`src/sv/crc16_pkg.sv`:
```
// Package for the CRC-16 byte stream block: constants, the item type and the
// byte-wide CRC fold function.
// No dependencies; used by every module of the block.
package crc16_pkg;

	localparam logic [15:0] CRC_POLY     = 16'h8005;
	localparam logic [15:0] CRC_OUT_XOR  = 16'h00D8;
	localparam logic [15:0] CRC_INIT_RST = 16'h0678;

	// One message byte and its end-of-message mark
	typedef struct packed {
		logic       last;
		logic [7:0] data;
	} crc16_item_t;

	// Fold one byte into the remainder, most significant bit first
	function automatic logic [15:0] crc16_fold(input logic [15:0] rem, input logic [7:0] byte_in);
		logic [15:0] r;
		r = rem ^ {byte_in, 8'h00};
		for (int i = 0; i < 8; i++) begin
			if (r[15]) begin
				r = {r[14:0], 1'b0} ^ CRC_POLY;
			end else begin
				r = {r[14:0], 1'b0};
			end
		end
		return r;
	endfunction

endpackage

```
`src/sv/crc16_in_reg.sv`:
```
// Input register of the CRC-16 byte stream block: holds one accepted byte.
// Depends on crc16_pkg.
module crc16_in_reg (
	input  logic                  clk,
	input  logic                  arst_n,
	input  logic                  in_valid,
	output logic                  in_ready,
	input  crc16_pkg::crc16_item_t in_item,
	input  logic                  advance,
	output logic                  item_valid_s1,
	output crc16_pkg::crc16_item_t item_s1
);
	import crc16_pkg::*;

	// Take a new byte when the stage is empty or its byte moves on this cycle
	assign in_ready = !item_valid_s1 || advance;

	// Hold stage occupancy
	always_ff @(posedge clk or negedge arst_n) begin
		if (!arst_n) begin
			item_valid_s1 <= 1'b0;
		end else if (in_ready) begin
			item_valid_s1 <= in_valid;
		end
	end

	// Capture the byte on each transfer
	always_ff @(posedge clk) begin
		if (in_valid && in_ready) begin
			item_s1 <= in_item;
		end
	end

endmodule

```
`src/sv/crc16_update.sv`:
```
// Remainder update and result register of the CRC-16 byte stream block.
// Depends on crc16_pkg.
module crc16_update (
	input  logic                  clk,
	input  logic                  arst_n,
	input  logic                  item_valid_s1,
	input  crc16_pkg::crc16_item_t item_s1,
	input  logic [15:0]           init_value,
	output logic                  advance,
	output logic                  out_valid,
	input  logic                  out_ready,
	output logic [15:0]           out_crc
);
	import crc16_pkg::*;

	logic [15:0] rem_q;
	logic        start_q;
	logic [15:0] rem_base;
	logic [15:0] rem_next;
	logic [15:0] crc_s2;
	logic        out_valid_s2;

	// Fold the staged byte into the running remainder, reloading at message start
	assign rem_base = start_q ? init_value : rem_q;
	assign rem_next = crc16_fold(rem_base, item_s1.data);

	// Move a byte on unless it ends a message and the result slot is full and not taken this cycle
	assign advance = item_valid_s1 && (!item_s1.last || !out_valid_s2 || out_ready);

	// Advance remainder, message-start flag and result occupancy
	always_ff @(posedge clk or negedge arst_n) begin
		if (!arst_n) begin
			rem_q        <= 16'h0000;
			start_q      <= 1'b1;
			out_valid_s2 <= 1'b0;
		end else begin
			if (advance) begin
				rem_q   <= rem_next;
				start_q <= item_s1.last;
			end
			if (advance && item_s1.last) begin
				out_valid_s2 <= 1'b1;
			end else if (out_ready) begin
				out_valid_s2 <= 1'b0;
			end
		end
	end

	// Load the finished CRC into the result register
	always_ff @(posedge clk) begin
		if (advance && item_s1.last) begin
			crc_s2 <= rem_next ^ CRC_OUT_XOR;
		end
	end

	assign out_valid = out_valid_s2;
	assign out_crc   = crc_s2;

endmodule

```
`src/sv/crc16_byte_stream.sv`:
```
// Top level of the CRC-16 byte stream block: ports, init register, assertions.
// Depends on crc16_pkg, crc16_in_reg and crc16_update.

// CRC-16 (polynomial 0x8005, MSB first, no reflection) over byte messages.
// One byte is accepted every clock cycle when not stalled; the rate is set
// by the byte-wide remainder fold between the input and remainder registers.
// The input stalls only while a tlast byte sits in the input register and the
// result register still holds an earlier CRC that is not taken this cycle.
// The CRC of a message (remainder XOR 0x00D8) goes to the result register
// when its tlast byte leaves the input register, later while that stall lasts.
// init_value (reset 0x0678) is loaded at the first byte of each message;
// write it only while the block is idle.
module crc16_byte_stream (
	input  logic        clk,
	input  logic        arst_n,
	input  logic        s_tvalid,
	output logic        s_tready,
	input  logic [7:0]  s_tdata,   // [7:0] data_byte
	input  logic        s_tlast,   // last_byte
	output logic        m_tvalid,
	input  logic        m_tready,
	output logic [15:0] m_tdata,   // [15:0] crc_value
	input  logic        cfg_valid,
	output logic        cfg_ready,
	input  logic [15:0] cfg_data   // [15:0] init_value
);
	import crc16_pkg::*;

	logic [15:0] init_q;
	crc16_item_t in_item;
	crc16_item_t item_s1;
	logic        item_valid_s1;
	logic        advance;

	// Always take configuration transfers
	assign cfg_ready = 1'b1;

	// Hold the initial remainder
	always_ff @(posedge clk or negedge arst_n) begin
		if (!arst_n) begin
			init_q <= CRC_INIT_RST;
		end else if (cfg_valid && cfg_ready) begin
			init_q <= cfg_data;
		end
	end

	assign in_item.data = s_tdata;
	assign in_item.last = s_tlast;

	crc16_in_reg u_in_reg (
		.clk           (clk),
		.arst_n        (arst_n),
		.in_valid      (s_tvalid),
		.in_ready      (s_tready),
		.in_item       (in_item),
		.advance       (advance),
		.item_valid_s1 (item_valid_s1),
		.item_s1       (item_s1)
	);

	crc16_update u_update (
		.clk           (clk),
		.arst_n        (arst_n),
		.item_valid_s1 (item_valid_s1),
		.item_s1       (item_s1),
		.init_value    (init_q),
		.advance       (advance),
		.out_valid     (m_tvalid),
		.out_ready     (m_tready),
		.out_crc       (m_tdata)
	);

	// A new result appears only after a last byte was folded
	a_result_from_last: assert property (@(posedge clk) disable iff (!arst_n)
		$rose(m_tvalid) |-> $past(advance && item_s1.last))
		else $error("result raised without a folded last byte");

	// Input stalls only while the stage holds a byte that cannot move
	a_stall_cause: assert property (@(posedge clk) disable iff (!arst_n)
		!s_tready |-> (item_valid_s1 && !advance))
		else $error("input stalled with no blocked byte");

	// Never overwrite a pending result
	a_no_overwrite: assert property (@(posedge clk) disable iff (!arst_n)
		!(advance && item_s1.last && m_tvalid && !m_tready))
		else $error("pending result overwritten");

endmodule
```
`config.mk`:
```
export PLATFORM = sky130hd
export DESIGN_NAME = crc16_byte_stream
export DESIGN_NICKNAME = d
export VERILOG_FILES = /design/src/sv/crc16_pkg.sv /design/src/sv/crc16_in_reg.sv /design/src/sv/crc16_update.sv /design/src/sv/crc16_byte_stream.sv
export SDC_FILE = /design/constraint.sdc
export NUM_CORES = 1
export LEC_CHECK = 0
export ABC_AREA = 1
export BUFFER_PORTS_ARGS = -buffer_cell sky130_fd_sc_hd__clkbuf_2
export CAP_MARGIN = 20
export CELL_PAD_IN_SITES_DETAIL_PLACEMENT = 0
export CELL_PAD_IN_SITES_GLOBAL_PLACEMENT = 1
export CORE_UTILIZATION = 30
export DETAILED_ROUTE_END_ITERATION = 6
export PLACE_DENSITY_LB_ADDON = 0.1
export SKIP_CTS_REPAIR_TIMING = 1
export SYNTH_ARGS = -nofsm -noshare
export SYNTH_HDL_FRONTEND = slang
export SYNTH_SLANG_ARGS = --single-unit
```
`constraint.sdc`:
```
create_clock -name clk -period 5.8 [get_ports clk]
set_input_delay 0.29 -clock clk [delete_from_list [all_inputs] [get_ports clk]]
set_output_delay 0.29 -clock clk [all_outputs]
set_load 0.01 [all_outputs]
```
After elaboration in Yosys (flattened, before gate mapping)
Cells that the tools add are included.
{"block": "totals", "input_bits": 30, "elab_cells": 39, "regBits": 60, "out_inout_bits": 19}
{"block": "classes", "bitwise": 10, "n_mux": 11, "reduce_logical": 10}
{"cell": "16-bit 2-to-1 mux", "n": 9}
{"cell": "3-bit NOT", "n": 8}
{"cell": "16-bit XOR", "n": 1}
{"cell": "4-bit NOT", "n": 1}
{"cell": "1-bit logical AND", "n": 3}
{"cell": "1-bit zero test", "n": 3}
{"cell": "1-bit logical OR", "n": 3}
{"cell": "1-bit 2-to-1 mux", "n": 2}
{"cell": "2-bit nonzero test", "n": 1}

Longest topological paths before layout
Gate-level depths: netlist of run 1.
{"block": "logic_depth", "word_depth": 19, "depth_mapped": 18, "mapped_depth_nobuf": 18}

Hierarchy
A second synthesis of run 1 with hierarchy kept.
{"block": "hier_totals", "cells_unflattened": 321, "area_unflattened_um2": 2944.1}
{"module": "crc16_update", "instances": 1, "cells_each": 236, "seq_area_each_um2": 932.1, "area_per_inst_um2": 1965.6}
{"module": "crc16_byte_stream", "instances": 1, "cells_each": 70, "seq_area_each_um2": 407.9, "area_per_inst_um2": 663.1}
{"module": "crc16_in_reg", "instances": 1, "cells_each": 15, "seq_area_each_um2": 295.3, "area_per_inst_um2": 315.3}

Worst setup path before layout of run 1
No wires, ideal clock.
{"block": "synth_path", "path_kind": "reg2reg", "start": "register u_update.start_q", "end": "register u_update.crc_s2[15] (netlist: u_update.out_crc[15]), data pin", "n_path_buf": 1, "stages_incl_launch_ff": 16, "synth_period_minus_slack_ns": 2.200, "t_arrival_ns": 1.945, "path_slack_ns": 3.600, "setup_ns": 0.255, "required_time_ns": 5.545, "cell_sequence": "dfstp_2 -> inv_2 -> buf_6 -> nand2_2 -> nand3_2 -> nand2_2 -> nand2_1 -> nand3_1 -> nand3_2 -> nand3_2 -> nand3_2 -> nand2_2 -> nand2_1 -> nand3_1 -> nand3_1 -> and2_1"}
{"block": "synth_between", "elab_chain_cells": 11, "elab_cells_between_ends": 18, "classes_between": "9 x mux; 9 x bitwise"}
{"item": "start, declared", "line_no": "crc16_update.sv:17", "source": "logic start_q;"}
{"item": "start signal, assigned", "line_no": "crc16_update.sv:39", "source": "start_q <= item_s1.last;"}
{"item": "16-bit 2-to-1 mux (*)", "line_no": "crc16_update.sv:24", "source": "assign rem_base = start_q ? init_value : rem_q;"}
{"item": "16-bit XOR (*)", "line_no": "crc16_pkg.sv:19", "source": "r = rem ^ {byte_in, 8'h00};"}
{"item": "16-bit 2-to-1 mux (*) (7 in a row)", "line_no": "crc16_pkg.sv:21", "source": "if (r[15]) begin"}
{"item": "3-bit NOT (no source line) / 16-bit 2-to-1 mux (equally long branches)"}
{"item": "16-bit 2-to-1 mux (*)", "line_no": "crc16_pkg.sv:21"}
{"item": "named net u_update.rem_next[15]", "line_no": "crc16_update.sv:19", "source": "logic [15:0] rem_next;"}
{"item": "end signal, assigned", "line_no": "crc16_update.sv:52", "source": "crc_s2 <= rem_next ^ CRC_OUT_XOR;"}
{"item": "end, declared", "line_no": "crc16_update.sv:20", "source": "logic [15:0] crc_s2;"}
Mark *: on every way through the listed nets, which the timed path passes. The rest lies on a longest branch.
A chain may end at the register's enable or synchronous reset.

Worst setup path in the final report of run 1
{"block": "layout_path", "start": "register u_update.start_q", "end": "register u_update.crc_s2[2] (netlist: u_update.out_crc[2]), data pin"}
{"block": "layout_between", "elab_chain_cells": 12, "elab_cells_between_ends": 18, "classes_between": "9 x mux; 9 x bitwise"}
{"item": "16-bit 2-to-1 mux (*)", "line_no": "crc16_update.sv:24"}
{"item": "16-bit XOR (*)", "line_no": "crc16_pkg.sv:19"}
{"item": "16-bit 2-to-1 mux (*) (4 in a row)", "line_no": "crc16_pkg.sv:21"}
{"item": "3-bit NOT (no source line) / 16-bit 2-to-1 mux (equally long branches)"}
{"item": "16-bit 2-to-1 mux (*) (3 in a row)", "line_no": "crc16_pkg.sv:21"}
{"item": "3-bit NOT (no source line)"}
{"item": "16-bit 2-to-1 mux (*)", "line_no": "crc16_pkg.sv:21"}
{"item": "named net u_update.rem_next[2]", "line_no": "crc16_update.sv:19"}
Marked as above.

==> results of run 1 <==
==> worst max-delay path, stage by stage, from the launching register on <==
cell and delay [ns]:
dfstp_2 0.76, inv_2 0.20, nand2_1 0.14, nand3_1 0.07, nand2_1 0.11, nand2_1 0.09
nand2_2 0.11, nand2_2 0.08, nand3_1 0.11, nand3_2 0.13, nand2_4 0.12, nand2_1 0.05
nand2_1 0.10, nand2_2 0.09, nand3_1 0.10, nand3_1 0.10, and2_1 0.17
==> per-stage QoR <==
| stage | utilization (%) | setup slack, ns | hold WS [ns] |
|---|---|---|---|
| CTS | 37.34 | 3.019 | 0.1039 |
| global route | 37.34 | 2.747 | 0.1001 |
| detailed placement | 35.17 | 3.014 | 0.4686 |
| finish | 37.34 | 3.037 | 0.07154 |
| global placement | 35.17 | 3.082 | 0.4687 |
| floorplan | - | 3.601 | -0.005591 |
==> how the worst min path moves through the flow <==
| stage | startpoint | end | cells after the start |
|---|---|---|---|
| after floorplan | arst_n | init_q[0]$_DFFE_PN0P_ | 0 |
| after global placement | s_tlast | u_in_reg.item_s1[8]$_DFFE_PP_ | 1 |
| after detailed placement | arst_n | init_q[2]$_DFFE_PN0P_ | 1 |
| after CTS | arst_n | init_q[2]$_DFFE_PN0P_ | 1 |
| after global routing | s_tlast | u_in_reg.item_s1[8]$_DFFE_PP_ | 1 |
| final | arst_n | init_q[2]$_DFFE_PN0P_ | 1 |
==> cells in the final DEF (no fill, tap or decap), types with 8 or more instances in the layout <==
cell type,Yosys,final
o21ai_0,32,32
inv_1,30,30
dfrtp_1,28,28
clkbuf_2,0,47
nand3_2,8,8
nand2_1,68,68
edfxtp_1,25,25
nand3_1,25,25
nand2_2,12,12
clkbuf_8,0,10
==> layout make-up <==
class | instances | area (sq um) | area share, %
tap | 108 | 135.1 | 4.089
inverter | 32 | 120.1 | 3.635
multi-input combinational | 177 | 978.4 | 29.61
clock buffer | 11 | 141.4 | 4.279
clock inverter | 5 | 51.30 | 1.552
sequential | 60 | 1635 | 49.49
timing repair buffer | 48 | 242.7 | 7.346
==> state kept, by name, summed over array words and instances, names as in the netlist <==
signal / flops
init_q: 16
u_in_reg.item_s1: 9
u_in_reg.item_valid_s1: 1
u_update.out_crc: 16
u_update.out_valid: 1
u_update.rem_q: 16
u_update.start_q: 1
==> routing by layer <==
layer / up-vias / wire length (microns) / track usage, %
met2: 46 / 2737 / 22.70
met4: 0 / 195 / 5.855
met3: 13 / 254 / 5.082
met1: 929 / 2788 / 16.77
li1: 1006 / - / -
met5: - / 0 / 0
==> logic make-up (layout without fill, tap and decap cells) <==
logic type             after synthesis  count (layout)
AO/OA/AOI/OAI                       38              38
AND/OR/NAND/NOR                    120             120
other                                1               1
flip-flops                          60              60
XOR/XNOR                            11              11
multiplexers                         7               7
buffers and inverters               41              96
==> power breakdown <==
part	leakage, nW	switching (mW)	internal [mW]	total (mW)
Combinational	0.793	0.333	0.180	0.514
Sequential	0.650	0.0466	0.572	0.619
Clock	0.0967	0.164	0.207	0.371
Total	1.54	0.544	0.960	1.50
==> metrics.txt, run 1 <==
RSZ-0062 raised after global routing=no; CP endpoint=u_update.out_crc[2]$_DFFE_PP_; Overflow after GRT=0; Routed Antenna Nets=0; first-pass GRT wire length=10110 microns; reg2reg setup slack=3.04 ns; Distinct cells, synth=28; Initial DRT Pass Iterations=7; Setup crit start=u_update.start_q$_DFFE_PN1P_; cells after synthesis=278; fin area=0.003304 sq mm; #FFs+latches synth=60; Synth area leaders=edfxtp_1 (27%), dfrtp_1 (25%), nand2_1 (9.2%); Synth area leader=edfxtp_1; crit path DAT=2.86 ns; Top Ports=49; Post-Synth XOR/XNOR Area=4.011%; CP endpoint kind=flip-flop; Worst Clk Skew=0.008248 ns; post-synthesis mux area share=2.839%; clock sinks=60; largest net degree at the start of global routing=36; Period minus WS final=2.763 ns; n_diodes=0; Slew HR=39.56%; Final Slew Violations=0; final wirelength=5975 microns; crit share post-route=47.63%; Placed Cells=425; chip height=98.20 microns; max-cap violation count=0; Wirelength per Cell=13.55 microns; R2R cell count=16; simple-gate area share of the yosys netlist=20.91%; Post-synth EDFFs=25; ys flop type=dfrtp_1; nets=358; HPWL Detailed=4560 microns; CTS tree=done; DR DRC count=0; drt initial violations=44; Worst EP required=5.90 ns; largest family of logic cells by synthesized area=simple AND/OR/NAND/NOR gates; IO buf count=47; GRT Util Overall=13.97%; achievable clock frequency=0.3620 GHz; outcome=finished, final reports clean; Post-synth ARST share=58.33%; register area share after synthesis=58.90%; Finished Layout Cells=441; die width=98.20 microns; Hold Path Class=in -> async; setup_tns=0 ns; worst-path fanout max=24; layout cell share with drive strength beyond 1=30.63%; startpoint class of the critical path=flip-flop; Reg clk slew, reported paths=0.07 ns; Skew-Pair Late Insertion Delay=0.34 ns; root buffer cell=clkbuf_8; Synth Area per Inst=9.987 sq um; routed via count=1994; post-synthesis compound-gate area fraction=7.120%; power per cell area=455.0 mW/mm^2; deepest clock path buffer count=2; vias per cell=4.522; Post-Synth Adder-Cell Area=0%; Worst R2R End=u_update.out_crc[2]$_DFFE_PP_; Setup Viol. Count Final=0; Initial Utilization=31.38%; final hold vios=0; initial antenna violation count=0; Pwr Total=1.503 mW; most frequent cells after synthesis=nand2_1 (68), o21ai_0 (32), inv_1 (30), dfrtp_1 (28); # fillers=914; Mapped Nets=308; area grow syn2layout=19.02%; Leakage=1.540 nW; Crit Path Class=reg -> reg; Post-DP Area=0.003112 sq mm; core footprint=0.008848 sq mm; number of synthesis warnings=0; row count=34; Die ar.=0.009643 sq mm; Yosys top cell area share=27.04%; vias in the first global route=2049; Peak VDD IR=0.0001169 V; most frequent cell after synthesis=nand2_1; RR Startpoint=u_update.start_q$_DFFE_PN1P_; H-Tree Depth=3; RePlAce Congestion=0.7927; Num CTS Buffers=9; worst-margin pin slew=0.9066 ns; post-synthesis cell area=0.002776 sq mm
No activity file was read; power rests on OpenSTA's default activity.
==> run 2: changes to the inputs <==
==> constraint.sdc (replaced) <==
create_clock -name clk -period 2.6 [get_ports clk]
set_input_delay 0.13 -clock clk [delete_from_list [all_inputs] [get_ports clk]]
set_output_delay 0.13 -clock clk [all_outputs]
set_load 0.01 [all_outputs]
==> metrics.txt, run 2 (synthesis gave the netlist of run 1 again) <==
worst-margin pin slew=0.9268 ns; chip height=98.20 microns; Worst path depth=14; Top Ports=49; violations in the final reports=hold timing; RR Startpoint=u_update.start_q$_DFFE_PN1P_; clock share of power=23.3%; CP endpoint kind=flip-flop; fin area=0.003607 sq mm; Num CTS Buffers=9; FF/Latch Area=0.001635 sq mm; Wirelength per Cell=13.69 microns; CP delay by family, top=simple AND/OR/NAND/NOR gates; Slew HR=38.22%; vias in the first global route=2148; slowest cell on the critical path=dfstp_2; multi-input logic area=0.001056 sq mm; Slowest Stage Delay on Critical Path=0.59 ns; crit path DAT=2.57 ns; DR DRC count=0; drt initial violations=57; Net Sw Power=1.312 mW; crit share post-route=95.17%; layout cell share with drive strength beyond 1=35.10%; crit path cell chain=buf_4 > buf_4 > o21ai_2 > xnor2_2 > inv_2 > nand3_2 > nand3_4 > nand2_4 > nand2_1 > nand2_1 > nand2_2 > nand3_4 > nand3_1 > and2_1; R2R cell count=14; fin util=40.77%; area grow syn2layout=29.92%; n_diodes=0; outcome=finished with violations; Overflow after GRT=0; Peak VDD IR=0.0003205 V; Initial Utilization=31.38%; routed via count=2100; final wirelength=6392 microns; Setup Viol. Count Final=0; final hold vios=2; Worst EP required=2.70 ns; Worst R2R End=u_update.out_crc[15]$_DFFE_PP_; # fillers=934; Skew-Pair Late Insertion Delay=0.34 ns; reg2reg setup slack=0.13 ns; Crit Path Class=reg -> reg; worst-path fanout max=9; clock sinks=60; first-pass GRT wire length=10390 microns; Hold Path Class=in -> reg; WHS=-0.01480 ns; IO buf count=47; CP endpoint=u_update.out_crc[15]$_DFFE_PP_; nets=384; max-cap violation count=0; Flop pwr share=38.3%; Die ar.=0.009643 sq mm; WP buf/inv=3; achievable clock frequency=0.4041 GHz; initial antenna violation count=0; vias per cell=4.497; startpoint class of the critical path=flip-flop; die width=98.20 microns; cell internal pwr=2.277 mW; HP Start=cfg_data[6]; RePlAce Congestion=0.7707; Routed Antenna Nets=0; largest net degree at the start of global routing=36; H-Tree Depth=3; Sw Share=36.56%; root buffer cell=clkbuf_8; Worst Clk Skew=0.008841 ns; Setup crit start=u_update.start_q$_DFFE_PN1P_; CTS tree=done; row count=34; deepest clock path buffer count=2; Gate power share=38.4%; Leakage=1.682 nW; Reg clk slew, reported paths=0.07 ns; commonest non-fill, non-tap cells in the layout=nand2_1 (67), clkbuf_2 (47), o21ai_0 (32); Final Slew Violations=0; core footprint=0.008848 sq mm; Period minus WS final=2.474 ns; HPWL Detailed=4577 microns; Initial DRT Pass Iterations=6; power per cell area=995.2 mW/mm^2; GRT Util Overall=14.36%; most common cell after layout, fill and taps aside=nand2_1; Post-DP Area=0.003172 sq mm
==> run 2: cell count changes in the layout (fill, tap and decap cells not counted), sizes merged <==
cell	previous run	this run
buf	1	15
dlygate4sd3	0	12
==> run 2: final cells by class <==
cell class / instances / area share (%)
Clock buffer: 11 / 3.920
Clock inverter: 5 / 1.422
Inverter: 32 / 3.330
Multi-Input combinational cell: 177 / 29.27
Sequential cell: 60 / 45.33
Tap cell: 108 / 3.746
Timing Repair Buffer: 74 / 12.97
==> run 2: power groups by stage <==
stage | Clock, mW | Sequential (mW) | Combinational [mW]
after floorplan | 0 | 1.39 | 0.825
after global placement | 0 | 1.40 | 1.21
after detailed placement | 0 | 1.40 | 1.20
after CTS | 0.870 | 1.38 | 1.21
after global routing | 0.905 | 1.40 | 1.55
final | 0.836 | 1.37 | 1.38
==> run 2: stage by stage <==
stage	power, mW	std cells	setup slack, ns	hold WS (ns)	TNS [ns]
after floorplan	2.219	278	0.4005	-0.1656	0
after global placement	2.610	433	0.09711	0.3075	0
after detailed placement	2.600	433	0.1281	0.3086	0
after CTS	3.457	449	0.1217	-0.06871	0
after global routing	3.853	467	-0.05009	0.001084	-0.1257
final	3.590	467	0.1255	-0.01480	0
==> run 2: worst min path at each step <==
| stage | to | slack [ns] | cells after the start |
|---|---|---|---|
| after CTS | init_q[2]$_DFFE_PN0P_ | -0.07 | 1 |
| after global routing | init_q[6]$_DFFE_PN1P_ | 0.001 | 3 |
| after global placement | u_in_reg.item_s1[6]$_DFFE_PP_ | 0.31 | 1 |
| after detailed placement | u_in_reg.item_s1[5]$_DFFE_PP_ | 0.31 | 1 |
| final | init_q[6]$_DFFE_PN1P_ | -0.01 | 3 |
| after floorplan | init_q[0]$_DFFE_PN0P_ | -0.17 | 0 |
==> run 2: routing by layer <==
layer	GRT usage [%]	vias up	part of all wire, %
li1	-	1065	-
met1	16.99	982	45
met2	24.11	41	49
met3	4.653	12	3.6
met4	5.855	0	2.5
met5	0	-	0
==> run 2: worst register-to-register path: cells and delay by family, from the launching register on <==
| kind | cells | cell delay (ns) |
|---|---|---|
| DFF | 1 | 0.59 |
| buffers and inverters | 3 | 0.36 |
| AOI/OAI and AO/OA | 1 | 0.10 |
| xor gates and xnor gates | 1 | 0.27 |
| and+or+nand+nor | 9 | 0.92 |
==> run 3: changes to the inputs <==
--- a/config.mk
+++ b/config.mk
@@ -12,7 +12,9 @@
 export CELL_PAD_IN_SITES_GLOBAL_PLACEMENT = 1
 export CORE_UTILIZATION = 30
 export DETAILED_ROUTE_END_ITERATION = 6
+export MAX_ROUTING_LAYER = met4
 export PLACE_DENSITY_LB_ADDON = 0.1
+export REMOVE_ABC_BUFFERS = 1
 export SKIP_CTS_REPAIR_TIMING = 1
 export SYNTH_ARGS = -nofsm -noshare
 export SYNTH_HDL_FRONTEND = slang
==> metrics.txt, run 3 (synthesis gave the netlist of run 1 again) <==
n_diodes=0; Gate power share=37.3%; Top Ports=49; Peak VDD IR=0.0002759 V; area grow syn2layout=32.18%; crit share post-route=94.26%; RR Startpoint=u_update.start_q$_DFFE_PN1P_; HPWL Detailed=4369 microns; Net Sw Power=1.312 mW; root buffer cell=clkbuf_8; nets=382; setup ws final=0.1492 ns; Slew HR=61.60%; commonest non-fill, non-tap cells in the layout=nand2_1 (60), clkbuf_2 (47), o21ai_0 (32); largest net degree at the start of global routing=36; HP Start=cfg_data[3]; Flop pwr share=37.1%; drt initial violations=52; vias per cell=4.566; # fillers=918; Worst R2R End=u_update.out_crc[15]$_DFFE_PP_; clock sinks=60; dpl ws=0.08150 ns; vias in the first global route=2035; startpoint class of the critical path=flip-flop; hold endpoint=init_q[3]$_DFFE_PN1P_; CP endpoint kind=flip-flop; power per cell area=1003 mW/mm^2; WHS=-0.01571 ns; Crit Path Class=reg -> reg; max-cap violation count=0; cell internal pwr=2.368 mW; crit path DAT=2.55 ns; Period minus WS final=2.451 ns; reg2reg setup slack=0.15 ns; core footprint=0.008848 sq mm; Hold Path Class=in -> reg; IO buf count=47; Final Slew Violations=0; final wirelength=6513 microns; multi-input logic area=0.001079 sq mm; layout cell share with drive strength beyond 1=36.13%; R2R cell count=14; Die ar.=0.009643 sq mm; outcome=finished with violations; setup_tns=0 ns; Overflow after GRT=0; row count=34; Wirelength per Cell=14.01 microns; Reg clk slew, reported paths=0.07 ns; achievable clock frequency=0.4080 GHz; Worst Clk Skew=0.008779 ns; worst-path fanout max=11; chip height=98.20 microns; Worst EP required=2.69 ns; H-Tree Depth=3; final hold vios=4; DR DRC count=0; deepest clock path buffer count=2; violations in the final reports=hold timing; Pwr Total=3.680 mW; RePlAce Congestion=0.7909; CTS tree=done; GRT Util Overall=15.05%; Initial DRT Pass Iterations=6; clock share of power=25.6%; most common cell after layout, fill and taps aside=nand2_1; routed via count=2123; initial antenna violation count=0; Setup crit start=u_update.start_q$_DFFE_PN1P_; Setup Viol. Count Final=0; Skew-Pair Late Insertion Delay=0.34 ns; die width=98.20 microns; worst-margin pin slew=0.5760 ns; Worst Hold Path Cells=3; Initial Utilization=31.38%; Routed Antenna Nets=0; Sw Share=35.65%; Num CTS Buffers=9; FF/Latch Area=0.001635 sq mm; first-pass GRT wire length=10360 microns; Leakage=1.699 nW
==> run 3: worst max path at each step <==
stage | to | cells past startpoint
2_1_floorplan | u_update.out_crc[15]$_DFFE_PP_ | 16
3_3_place_gp | u_update.out_crc[2]$_DFFE_PP_ | 15
3_5_place_dp | u_update.out_crc[2]$_DFFE_PP_ | 15
4_1_cts | u_update.out_crc[2]$_DFFE_PP_ | 15
5_1_grt | u_update.out_crc[2]$_DFFE_PP_ | 15
6_report | u_update.out_crc[15]$_DFFE_PP_ | 14
==> run 3: final cells by class <==
type / instances / share of cell area [%]
timing repair buffer: 72 / 13.02
multi-input combinational: 177 / 29.39
clock inverter: 4 / 1.977
sequential: 60 / 44.56
inverter: 32 / 3.409
clock buffer: 12 / 3.955
tap: 108 / 3.682
==> run 3: through the flow <==
| stage | hold slack (ns) | instances | utilization, % | instance area, sq um |
|---|---|---|---|---|
| final | -0.01571 | 465 | 41.47 | 3670 |
| after detailed placement | 0.3086 | 429 | 35.51 | 3142 |
| after floorplan | -0.1656 | 269 | - | 2728 |
| after CTS | -0.05549 | 445 | 37.97 | 3359 |
| after global placement | 0.3077 | 429 | 35.51 | 3142 |
| after global routing | 0.001275 | 465 | 41.47 | 3670 |
==> run 3: routing by layer <==
layer,share of wire [%],vias to the layer above,track usage (%)
met5,0,-,-
met4,1.9,0,7.233
met3,3.7,12,3.794
met2,45,50,22.05
met1,50,1001,19.43
li1,-,1060,-
==> run 3: critical path, cell delays in order (launching register included) <==
cell,delay (ns)
dfstp_2,0.60
buf_12,0.15
buf_4,0.11
o21ai_2,0.07
xnor2_2,0.23
inv_1,0.12
nand3_2,0.11
nand3_2,0.13
nand2_4,0.10
nand2_1,0.06
nand2_2,0.09
nand2_4,0.08
nand3_4,0.09
nand3_1,0.09
and2_1,0.17
==> run 3: power groups by stage <==
| stage | clock network (mW) | registers, mW | logic [mW] |
|---|---|---|---|
| 2_1_floorplan | 0 | 1.40 | 0.800 |
| 3_3_place_gp | 0 | 1.38 | 1.18 |
| 3_5_place_dp | 0 | 1.38 | 1.18 |
| 4_1_cts | 0.966 | 1.36 | 1.18 |
| 5_1_grt | 1.01 | 1.39 | 1.54 |
| 6_report | 0.941 | 1.36 | 1.37 |
